**src/hdl/rbp_pkg.sv**
```systemverilog
// Shared types and constants for the Rice encoder bit packer.
package rbp_pkg;

  localparam int KW   = 5;
  localparam int VW   = 32;
  localparam int BW   = 8;
  localparam int CAPW = 32;

  typedef enum logic [1:0] {
    REQ_ENCODE  = 2'd0,
    REQ_FLUSH   = 2'd1,
    REQ_RESTART = 2'd2,
    REQ_NONE    = 2'd3
  } req_t;

  typedef enum logic [1:0] {
    ST_OK   = 2'd0,
    ST_CAP  = 2'd1,
    ST_OVER = 2'd2
  } status_t;

  typedef struct packed {
    logic    load;
    logic    restart;
    logic    uchunk;
    logic    rchunk;
    logic    flush;
    logic    push_hold;
    logic    hold_last;
    logic    push_close;
    status_t close_status;
  } cmd_t;

  typedef struct packed {
    logic q_over;
    logic u_done;
    logic r_done;
    logic u_room;
    logic r_room;
    logic pend_any;
    logic hold_valid;
    logic go;
  } sts_t;

endpackage

```
**src/hdl/rbp_in_if.sv**
```systemverilog
// Input item channel: request type and value.
interface rbp_in_if;
  logic        valid;
  logic        ready;
  logic [1:0]  req_type;
  logic [31:0] value;

  modport source (output valid, req_type, value, input ready);
  modport sink   (input valid, req_type, value, output ready);
endinterface

```
**src/hdl/rbp_out_if.sv**
```systemverilog
// Result item channel: packed byte, byte flag, status and last flag.
interface rbp_out_if;
  logic       valid;
  logic       ready;
  logic [7:0] out_byte;
  logic       byte_valid;
  logic [1:0] status;
  logic       last;

  modport source (output valid, out_byte, byte_valid, status, last, input ready);
  modport sink   (input valid, out_byte, byte_valid, status, last, output ready);
endinterface

```
**src/hdl/rbp_regs.sv**
```systemverilog
// APB-style configuration registers: Rice parameter and byte capacity.
module rbp_regs
  import rbp_pkg::*;
(
  input  logic            clk,
  input  logic            rst_n,
  input  logic            cfg_psel,
  input  logic            cfg_penable,
  input  logic            cfg_pwrite,
  input  logic [2:0]      cfg_paddr,
  input  logic [31:0]     cfg_pwdata,
  output logic [31:0]     cfg_prdata,
  output logic            cfg_pready,
  output logic [KW-1:0]   rice_k,
  output logic [CAPW-1:0] capacity
);

  logic [KW-1:0]   rice_k_r;
  logic [CAPW-1:0] cap_r;
  logic            wr_en;

  assign cfg_pready = 1'b1;
  assign wr_en      = cfg_psel && cfg_penable && cfg_pwrite;

  always_ff @(posedge clk) begin
    if (!rst_n) begin
      rice_k_r <= '0;
      cap_r    <= '1;
    end else if (wr_en) begin
      if (cfg_paddr[2]) begin
        cap_r <= cfg_pwdata;
      end else begin
        rice_k_r <= cfg_pwdata[KW-1:0];
      end
    end
  end

  assign cfg_prdata = cfg_paddr[2] ? cap_r : {{(32-KW){1'b0}}, rice_k_r};
  assign rice_k     = rice_k_r;
  assign capacity   = cap_r;

endmodule

```
**src/hdl/rbp_ctrl.sv**
```systemverilog
// Controller: sequences encode, flush and restart items over the datapath.
module rbp_ctrl
  import rbp_pkg::*;
(
  input  logic  clk,
  input  logic  rst_n,
  rbp_in_if.sink in_ch,
  input  sts_t  sts,
  output cmd_t  cmd
);

  typedef enum logic [2:0] {
    S_IDLE,
    S_UNARY,
    S_REM,
    S_FLUSH,
    S_FIN,
    S_CLOSE
  } state_t;

  state_t  state_r, state_nxt;
  status_t st_r, st_nxt;
  logic    accept;
  req_t    req;

  assign in_ch.ready = (state_r == S_IDLE);
  assign accept      = in_ch.valid && (state_r == S_IDLE);
  assign req         = req_t'(in_ch.req_type);

  always_comb begin
    cmd          = '0;
    cmd.close_status = st_r;
    state_nxt    = state_r;
    st_nxt       = st_r;
    case (state_r)
      S_IDLE: begin
        if (accept) begin
          cmd.load = 1'b1;
          st_nxt   = ST_OK;
          case (req)
            REQ_ENCODE: state_nxt = S_UNARY;
            REQ_FLUSH:  state_nxt = S_FLUSH;
            REQ_RESTART: begin
              cmd.restart = 1'b1;
              state_nxt   = S_FIN;
            end
            default: state_nxt = S_FIN;
          endcase
        end
      end
      S_UNARY: begin
        if (sts.q_over) begin
          st_nxt    = ST_OVER;
          state_nxt = S_FIN;
        end else if (sts.u_done) begin
          if (sts.r_done) begin
            state_nxt = S_FIN;
          end else if (!sts.r_room) begin
            st_nxt    = ST_CAP;
            state_nxt = S_FIN;
          end else begin
            state_nxt = S_REM;
          end
        end else if (!sts.u_room) begin
          st_nxt    = ST_CAP;
          state_nxt = S_FIN;
        end else if (sts.go) begin
          cmd.uchunk = 1'b1;
        end
      end
      S_REM: begin
        if (sts.r_done) begin
          state_nxt = S_FIN;
        end else if (sts.go) begin
          cmd.rchunk = 1'b1;
        end
      end
      S_FLUSH: begin
        cmd.flush = 1'b1;
        if (sts.pend_any && !sts.u_room) begin
          st_nxt = ST_CAP;
        end
        state_nxt = S_FIN;
      end
      S_FIN: begin
        if (sts.go) begin
          if (sts.hold_valid) begin
            cmd.push_hold = 1'b1;
            cmd.hold_last = (st_r == ST_OK);
            state_nxt     = (st_r == ST_OK) ? S_IDLE : S_CLOSE;
          end else begin
            cmd.push_close = 1'b1;
            state_nxt      = S_IDLE;
          end
        end
      end
      S_CLOSE: begin
        if (sts.go) begin
          cmd.push_close = 1'b1;
          state_nxt      = S_IDLE;
        end
      end
      default: state_nxt = S_IDLE;
    endcase
  end

  always_ff @(posedge clk) begin
    if (!rst_n) begin
      state_r <= S_IDLE;
      st_r    <= ST_OK;
    end else begin
      state_r <= state_nxt;
      st_r    <= st_nxt;
    end
  end

  a_over_to_fin: assert property (@(posedge clk) disable iff (!rst_n)
    (state_r == S_UNARY && sts.q_over) |=> (state_r == S_FIN && st_r == ST_OVER))
    else $error("quotient over limit did not close the item");

  a_fail_close: assert property (@(posedge clk) disable iff (!rst_n)
    (state_r == S_FIN && sts.go && sts.hold_valid && st_r != ST_OK) |=>
    (state_r == S_CLOSE))
    else $error("failed item lost its closing result");

endmodule

```
**src/hdl/rbp_dp.sv**
```systemverilog
// Datapath: Rice code bit packing, capacity checks, held byte and output register.
module rbp_dp
  import rbp_pkg::*;
#(
  parameter int MAX_QUOTIENT = 255
)
(
  input  logic            clk,
  input  logic            rst_n,
  input  cmd_t            cmd,
  output sts_t            sts,
  input  logic [VW-1:0]   value,
  input  logic [KW-1:0]   rice_k,
  input  logic [CAPW-1:0] capacity,
  rbp_out_if.source       out_ch
);

  localparam int UW = $clog2(MAX_QUOTIENT + 2);
  localparam int CW = (UW > 4) ? UW : 4;

  logic [UW-1:0]   ucnt_r;
  logic [KW-1:0]   rcnt_r;
  logic [VW-1:0]   rem_r;
  logic            q_over_r;
  logic [BW-1:0]   pb_r;
  logic [2:0]      pc_r;
  logic [CAPW-1:0] be_r;
  logic [BW-1:0]   hold_r;
  logic            hold_valid_r;
  logic            out_valid_r;
  logic [BW-1:0]   out_byte_r;
  logic            out_bv_r;
  logic [1:0]      out_status_r;
  logic            out_last_r;

  logic [VW-1:0]   q;
  logic [3:0]      space, un, rn, n, sum;
  logic [CW-1:0]   ucnt_w, space_w;
  logic            u_last;
  logic [BW-1:0]   mask, low, ubits, rbits, cbits, merged, new_byte;
  logic            chunk, chunk_full, room1, flush_emit, byte_done, push_any;
  logic [5:0]      extra_sum;
  logic [CAPW:0]   need;
  logic            go;

  assign q       = value >> rice_k;
  assign space   = 4'd8 - {1'b0, pc_r};
  assign ucnt_w  = CW'(ucnt_r);
  assign space_w = CW'(space);
  assign un      = (ucnt_w < space_w) ? ucnt_w[3:0] : space;
  assign u_last  = (ucnt_w <= space_w);
  assign rn      = (rcnt_r < {1'b0, space}) ? rcnt_r[3:0] : space;
  assign n       = cmd.uchunk ? un : rn;
  assign sum     = {1'b0, pc_r} + n;
  assign mask    = (8'hFF >> pc_r) & ~(8'hFF >> sum);
  assign low     = mask & (~mask + 8'd1);
  assign ubits   = u_last ? (mask & ~low) : mask;
  assign rbits   = (rem_r[VW-1 -: BW] >> pc_r) & mask;
  assign cbits   = cmd.uchunk ? ubits : rbits;
  assign merged  = pb_r | cbits;

  assign chunk      = cmd.uchunk || cmd.rchunk;
  assign chunk_full = chunk && sum[3];
  assign room1      = (be_r < capacity);
  assign flush_emit = cmd.flush && (pc_r != 3'd0) && room1;
  assign byte_done  = chunk_full || flush_emit;
  assign new_byte   = chunk ? merged : pb_r;

  assign extra_sum = 6'(pc_r) + 6'(rcnt_r) + 6'd7;
  assign need      = {1'b0, be_r} + (CAPW + 1)'(extra_sum[5:3]);

  assign go       = !out_valid_r || out_ch.ready;
  assign push_any = cmd.push_close || cmd.push_hold || (byte_done && hold_valid_r);

  assign sts.q_over     = q_over_r;
  assign sts.u_done     = (ucnt_r == '0);
  assign sts.r_done     = (rcnt_r == '0);
  assign sts.u_room     = room1;
  assign sts.r_room     = (need <= {1'b0, capacity});
  assign sts.pend_any   = (pc_r != 3'd0);
  assign sts.hold_valid = hold_valid_r;
  assign sts.go         = go;

  always_ff @(posedge clk) begin
    if (cmd.load) begin
      q_over_r <= (q > VW'(MAX_QUOTIENT));
      ucnt_r   <= UW'(q) + UW'(1);
      rcnt_r   <= rice_k;
      rem_r    <= value << (KW'(0) - rice_k);
    end else if (cmd.uchunk) begin
      ucnt_r <= ucnt_r - UW'(un);
    end else if (cmd.rchunk) begin
      rcnt_r <= rcnt_r - KW'(rn);
      rem_r  <= rem_r << rn;
    end
  end

  always_ff @(posedge clk) begin
    if (!rst_n) begin
      pb_r <= '0;
      pc_r <= '0;
      be_r <= '0;
    end else if (cmd.restart) begin
      pb_r <= '0;
      pc_r <= '0;
      be_r <= '0;
    end else if (cmd.flush) begin
      pb_r <= '0;
      pc_r <= '0;
      if (flush_emit) begin
        be_r <= be_r + 1'b1;
      end
    end else if (chunk) begin
      if (chunk_full) begin
        pb_r <= '0;
        pc_r <= '0;
        be_r <= be_r + 1'b1;
      end else begin
        pb_r <= merged;
        pc_r <= sum[2:0];
      end
    end
  end

  always_ff @(posedge clk) begin
    if (!rst_n) begin
      hold_valid_r <= 1'b0;
      out_valid_r  <= 1'b0;
    end else begin
      if (byte_done) begin
        hold_valid_r <= 1'b1;
      end else if (cmd.push_hold) begin
        hold_valid_r <= 1'b0;
      end
      if (push_any) begin
        out_valid_r <= 1'b1;
      end else if (out_ch.ready) begin
        out_valid_r <= 1'b0;
      end
    end
  end

  always_ff @(posedge clk) begin
    if (byte_done) begin
      hold_r <= new_byte;
    end
    if (cmd.push_close) begin
      out_byte_r   <= '0;
      out_bv_r     <= 1'b0;
      out_status_r <= cmd.close_status;
      out_last_r   <= 1'b1;
    end else if (cmd.push_hold || (byte_done && hold_valid_r)) begin
      out_byte_r   <= hold_r;
      out_bv_r     <= 1'b1;
      out_status_r <= ST_OK;
      out_last_r   <= cmd.push_hold && cmd.hold_last;
    end
  end

  assign out_ch.valid      = out_valid_r;
  assign out_ch.out_byte   = out_byte_r;
  assign out_ch.byte_valid = out_bv_r;
  assign out_ch.status     = out_status_r;
  assign out_ch.last       = out_last_r;

  a_close_format: assert property (@(posedge clk) disable iff (!rst_n)
    (out_valid_r && !out_bv_r) |-> (out_byte_r == '0 && out_last_r))
    else $error("closing item carries a byte or lacks last");

  a_flush_clears: assert property (@(posedge clk) disable iff (!rst_n)
    cmd.flush |=> (pc_r == 3'd0 && pb_r == '0))
    else $error("flush left pending bits");

endmodule

```
**src/hdl/rice_encoder_bit_packer_top.sv**
```systemverilog
// Rice encoder bit packer top level: registers, controller and datapath.
// Items are taken one at a time; ready is high only between items.
// Encode: accept, chunks of up to 8 bits, end of the unary run, end of the
// remainder (k > 0 only), finish, and a closing item after a failure with a held byte.
// Flush: accept, flush, finish; restart and unused codes: accept, finish; stalls add time.
// Synchronous active-low reset clears packer, byte count, rice_k (0), capacity (all ones).
module rice_encoder_bit_packer_top
  import rbp_pkg::*;
#(
  parameter int MAX_QUOTIENT = 255
)
(
  input  logic        clk,
  input  logic        rst_n,
  rbp_in_if.sink      in_ch,
  rbp_out_if.source   out_ch,
  input  logic        cfg_psel,
  input  logic        cfg_penable,
  input  logic        cfg_pwrite,
  input  logic [2:0]  cfg_paddr,
  input  logic [31:0] cfg_pwdata,
  output logic [31:0] cfg_prdata,
  output logic        cfg_pready
);

  logic [KW-1:0]   rice_k;
  logic [CAPW-1:0] capacity;
  cmd_t            cmd;
  sts_t            sts;

  rbp_regs u_regs (
    .clk         (clk),
    .rst_n       (rst_n),
    .cfg_psel    (cfg_psel),
    .cfg_penable (cfg_penable),
    .cfg_pwrite  (cfg_pwrite),
    .cfg_paddr   (cfg_paddr),
    .cfg_pwdata  (cfg_pwdata),
    .cfg_prdata  (cfg_prdata),
    .cfg_pready  (cfg_pready),
    .rice_k      (rice_k),
    .capacity    (capacity)
  );

  rbp_ctrl u_ctrl (
    .clk   (clk),
    .rst_n (rst_n),
    .in_ch (in_ch),
    .sts   (sts),
    .cmd   (cmd)
  );

  rbp_dp #(
    .MAX_QUOTIENT (MAX_QUOTIENT)
  ) u_dp (
    .clk      (clk),
    .rst_n    (rst_n),
    .cmd      (cmd),
    .sts      (sts),
    .value    (in_ch.value),
    .rice_k   (rice_k),
    .capacity (capacity),
    .out_ch   (out_ch)
  );

endmodule
```
**src/flat_wrapper.sv**
```systemverilog
// flat-port wrapper written by rule: the top's interface ports become plain ports
module rice_encoder_bit_packer_top_flat import rbp_pkg::*;
#(
  parameter int MAX_QUOTIENT = 255
)
  (clk, rst_n, cfg_psel, cfg_penable, cfg_pwrite, cfg_paddr, cfg_pwdata, cfg_prdata, cfg_pready, in_ch_valid, in_ch_req_type, in_ch_value, in_ch_ready, out_ch_valid, out_ch_out_byte, out_ch_byte_valid, out_ch_status, out_ch_last, out_ch_ready);
  rbp_in_if in_ch_i ();
  rbp_out_if out_ch_i ();
  input  logic clk;
  input  logic rst_n;
  input  logic cfg_psel;
  input  logic cfg_penable;
  input  logic cfg_pwrite;
  input  logic [2:0] cfg_paddr;
  input  logic [31:0] cfg_pwdata;
  output logic [31:0] cfg_prdata;
  output logic cfg_pready;
  input wire logic [$bits(in_ch_i.valid)-1:0] in_ch_valid;
  input wire logic [$bits(in_ch_i.req_type)-1:0] in_ch_req_type;
  input wire logic [$bits(in_ch_i.value)-1:0] in_ch_value;
  output wire logic [$bits(in_ch_i.ready)-1:0] in_ch_ready;
  output wire logic [$bits(out_ch_i.valid)-1:0] out_ch_valid;
  output wire logic [$bits(out_ch_i.out_byte)-1:0] out_ch_out_byte;
  output wire logic [$bits(out_ch_i.byte_valid)-1:0] out_ch_byte_valid;
  output wire logic [$bits(out_ch_i.status)-1:0] out_ch_status;
  output wire logic [$bits(out_ch_i.last)-1:0] out_ch_last;
  input wire logic [$bits(out_ch_i.ready)-1:0] out_ch_ready;
  assign in_ch_i.valid = in_ch_valid;
  assign in_ch_i.req_type = in_ch_req_type;
  assign in_ch_i.value = in_ch_value;
  assign in_ch_ready = in_ch_i.ready;
  assign out_ch_valid = out_ch_i.valid;
  assign out_ch_out_byte = out_ch_i.out_byte;
  assign out_ch_byte_valid = out_ch_i.byte_valid;
  assign out_ch_status = out_ch_i.status;
  assign out_ch_last = out_ch_i.last;
  assign out_ch_i.ready = out_ch_ready;
  rice_encoder_bit_packer_top #(.MAX_QUOTIENT(MAX_QUOTIENT)) u_core (.clk(clk), .rst_n(rst_n), .in_ch(in_ch_i), .out_ch(out_ch_i), .cfg_psel(cfg_psel), .cfg_penable(cfg_penable), .cfg_pwrite(cfg_pwrite), .cfg_paddr(cfg_paddr), .cfg_pwdata(cfg_pwdata), .cfg_prdata(cfg_prdata), .cfg_pready(cfg_pready));
endmodule
```
**config.mk**
```make
export PLATFORM = sky130hd
export DESIGN_NAME = rice_encoder_bit_packer_top_flat
export DESIGN_NICKNAME = d
export VERILOG_FILES = /design/src/hdl/rbp_pkg.sv /design/src/hdl/rbp_in_if.sv /design/src/hdl/rbp_out_if.sv /design/src/hdl/rbp_regs.sv /design/src/hdl/rbp_ctrl.sv /design/src/hdl/rbp_dp.sv /design/src/hdl/rice_encoder_bit_packer_top.sv /design/src/flat_wrapper.sv
export SDC_FILE = /design/constraint.sdc
export NUM_CORES = 1
export LEC_CHECK = 0
export BUFFER_PORTS_ARGS = -buffer_cell sky130_fd_sc_hd__clkbuf_2
export CAP_MARGIN = 10
export CORE_ASPECT_RATIO = 0.5
export CORE_MARGIN = 3
export CORE_UTILIZATION = 44
export CTS_CLUSTER_DIAMETER = 60
export DETAILED_ROUTE_END_ITERATION = 7
export GPL_TIMING_DRIVEN = 0
export PLACE_DENSITY_LB_ADDON = 0.2
export SETUP_SLACK_MARGIN = 0.15
export SKIP_CTS_REPAIR_TIMING = 1
export SLEW_MARGIN = 5
export SYNTH_ARGS = -nofsm -noshare
export SYNTH_HDL_FRONTEND = slang
export SYNTH_HIERARCHICAL = 1
export SYNTH_SLANG_ARGS = --single-unit
```
**constraint.sdc**
```tcl
create_clock -name clk -period 8 [get_ports clk]
set_clock_uncertainty 0.15 [all_clocks]
set_input_delay 2 -clock clk [delete_from_list [all_inputs] [get_ports clk]]
set_output_delay 2 -clock clk [all_outputs]
set_load 0.02 [all_outputs]
```
==> impl_results.md <==
- Status: complete, no violations
- Vias per inst: slightly below 6
- Fraction of registers with async set or reset after synthesis: 0%
- Crit-path max FO: 10
- Final Core Density: slightly above 50%
- Worst hold path type: reg -> reg
- Crit. End Element: flip-flop
- H-tree depth: 4
- Fin nets: 1987
- Synth area leaders: dfxtp_1, edfxtp_1, mux2i_1, ha_1, mux4_2
- Yosys warns: 6
- P_int: around 2.3 mW
- Final Cycle Share: between 80 and 90%
- Area grow syn2layout: 11.46%
- Xor and xnor fraction of the mapped netlist area: between 4 and 5%
- Synth Area in Adders: between 8 and 9%
- Layout cells sized above 1: around 17%
- P per Cell Area: roughly 240 nW/um^2
- Hold WS: roughly 0.30 ns
- Layout Cells excl Fill: roughly 2300
- Minimum clock period: approximately 7.0 ns
- Average wire per standard cell: 18.51 um
- Max IR drop VDD: between 0.15 and 0.2 mV
- Clock buffer depth: 2
- Seq pwr share: about 29%
- Most common cell after layout, fill and taps aside: nor2_1
- Largest stage delay on the critical path: approximately 0.51 ns
- Core ar.: 32400 um^2
- Max-cap violation count: 0
- GPL Wtd Cong: 0.9624
- Share of the yosys chip area belonging to registers: about 25%
- Crit path DAT: roughly 7.3 ns
- CTS Sinks: roughly 150
- Clk slew on worst S/H paths: 0.07 ns
- Vias in the first global route: 12560
- Cells after Synth: roughly 1700
- DP HPWL: about 33000 um
- Cell mode on critical path: inv_1
- Drt pass-1 iters: 5
- CP max stage cell: dfxtp_1
- WS Path Type: reg -> reg
- Rel. slew slack: 15.77%
- Num CTS Buffers: 17
- DIE AREA: roughly 36000 um^2
- I/O Pins: ~120
- Most used DFF post-synth: dfxtp_1
- Yosys cell types: slightly below 100
- Sw Pwr: ~1.8 mW
- Post-synth EDFFs: 57
- Post-Syn Nets: between 1500 and 2000
- Fin. Hold Viols: 0
- Die height: approximately 140 um
- Yosys top cell by area: dfxtp_1
- Chip width: 265.5 um
- Final Max Slew Viols: 0
- CTS root buf: clkbuf_16
- F_max: 142.4 MHz
- Largest family of logic cells by synthesized area: simple AND/OR/NAND/NOR gates
- Synth Area in Compound Gates: around 14%
- Post-route ant nets: 0
- Slew @ Worst Pin: around 1.2 ns
- Vias: roughly 13000
- Worst-skew pair later-pin latency: 0.45 ns
- Clock power frac: between 15 and 20%
- Type of origin of the critical path: flip-flop
- Initial core utilization: between 40% and 50%
- Initial drt markers: 1054
- Req. time, crit path: roughly 8.2 ns
- Total gr overflow: 0
- Drc violations: 0
- Area share of and/or/nand/nor cells after synthesis: a little over a fifth
- Net Sw Frac: between 40% and 50%
- Post-synthesis register bit count: 154
- I/O Buffers: 119
- Most frequent cells in the layout: nor2_1, mux2i_1, nand2_1
- Cell row count: 46
- TritonCTS clock tree: done
- Tot Pwr: 4.044 mW
- Largest net degree at the start of global routing: 37
- Fin Setup TNS: 0 ns
- Comb power frac: about half
- Post-Place Cells: between 2000 and 2500
- Setup-failing EPs final: 0
- Leak Pwr: 7.035 nW
- RSZ-0062 raised after global routing: false
- Routed WL: ~42000 um
- Yosys top cell area share: around an eighth
- First-pass GRT wire length: around 68000 um
- Multiplexer area fraction after synthesis: a little over a fifth
- N_diodes: 0
- Total GRT Usage: 23.61%
- Avg Inst Size Synth: about 8.8 um^2
- Cell Area, Synth: 14820 um^2
- Initial antenna violation count: 0
-- worst max-delay path, delay by kind of cell (launching register included) --
kind            cells  cell delay [ns]
fa+ha+maj           4             1.20
flops               1             0.51
buf+inv             5             0.84
compound gates      7             1.04
xor+xnor            1             0.12
simple gates       12             3.08
-- synthesized netlist by cell type, types with 8 or more instances --
master,count
a211oi_1,11
a21o_1,24
a21oi_1,66
a221oi_1,8
and2_1,34
and3_1,10
buf_2,16
buf_4,15
clkbuf_1,57
dfxtp_1,97
edfxtp_1,57
ha_1,93
inv_1,77
mux2_2,26
mux2i_1,163
mux4_2,51
nand2_1,130
nand2b_1,13
nand3_1,40
nand4_1,29
nor2_1,176
nor2b_1,85
nor3_1,27
o211ai_1,22
o21a_1,10
o21ai_0,64
o22ai_1,20
or2_2,11
xnor2_1,26
xor2_1,55
-- registers in the layout, summed over array words and instances, names as in the netlist, 2 cells and up --
register,flops
u_core/u_dp/rcnt_r,5
u_core/u_regs/rice_k,5
u_core/u_dp/pc_r,3
u_core/u_dp/ucnt_r,9
u_core/u_dp/hold_r,8
u_core/u_regs/capacity,32
u_core/u_ctrl/st_r,2
u_core/u_dp/out_ch.status,2
u_core/u_dp/pb_r,8
u_core/u_dp/out_ch.out_byte,8
u_core/u_dp/rem_r,32
u_core/u_dp/be_r,32
u_core/u_ctrl/state_r,3
-- final cells by class --
class / instances / area (um^2)
Fill cell: 3099 / 15890
Clock inverter: 14 / 127.6
Sequential cell: 154 / 3654
Timing Repair Buffer: 119 / 595.6
Inverter: 81 / 304.0
Multi-Input combinational cell: 1335 / 10250
Tap cell: 432 / 540.5
Clock buffer: 18 / 429.2
Buffer: 106 / 614.3
-- power by group through the flow --
stage               Clock [mW]  Sequential [mW]  Combinational, mW
floorplan                    0             1.14               1.50
global placement             0             1.17               2.02
detailed placement           0             1.17               2.03
CTS                      0.824             1.15               2.04
global route             0.854             1.18               2.27
finish                   0.804             1.15               2.09
-- path summary, 6_finish.rpt --
path              slack (ns)  cells past startpoint                                    endpoint                                        from
setup / recovery        0.98                     29       u_core/u_ctrl/state_r[1]$_SDFFE_PN0P_            u_core/u_dp/pc_r[1]$_SDFFE_PP0N_
hold / removal          0.30                      2  u_core/u_dp/out_ch.byte_valid$_SDFFE_PP0P_  u_core/u_dp/out_ch.byte_valid$_SDFFE_PP0P_
setup reg to reg        0.98                     29       u_core/u_ctrl/state_r[1]$_SDFFE_PN0P_            u_core/u_dp/pc_r[1]$_SDFFE_PP0N_
hold reg to reg         0.30                      2  u_core/u_dp/out_ch.byte_valid$_SDFFE_PP0P_  u_core/u_dp/out_ch.byte_valid$_SDFFE_PP0P_
-- cells by family (layout without fill, tap and decap cells) --
family          Yosys count  count (layout)
fa+ha+maj                97              97
simple gates            611             611
mux                     243             243
other cells               1               1
flops                   154             154
xor+xnor                 81              81
compound gates          302             302
buf+inv                 187             338
-- through the flow --
stage	worst slack (ns)	cell area (um^2)
final	0.9780	16520
after global routing	0.4658	16520
after CTS	1.036	16520
after detailed placement	1.086	15960
after global placement	1.068	15950
after floorplan	2.262	14820
-- per-layer routing --
| layer | GRT usage (%) | part of all wire [%] | vias up |
|---|---|---|---|
| li1 | - | - | 6365 |
| met1 | 33.05 | 47 | 6266 |
| met2 | 37.91 | 46 | 399 |
| met3 | 4.663 | 6.4 | 46 |
| met4 | 5.134 | 1.4 | 0 |
| met5 | 0 | 0 | - |
Note: power is estimated with default switching activity, not from simulation.
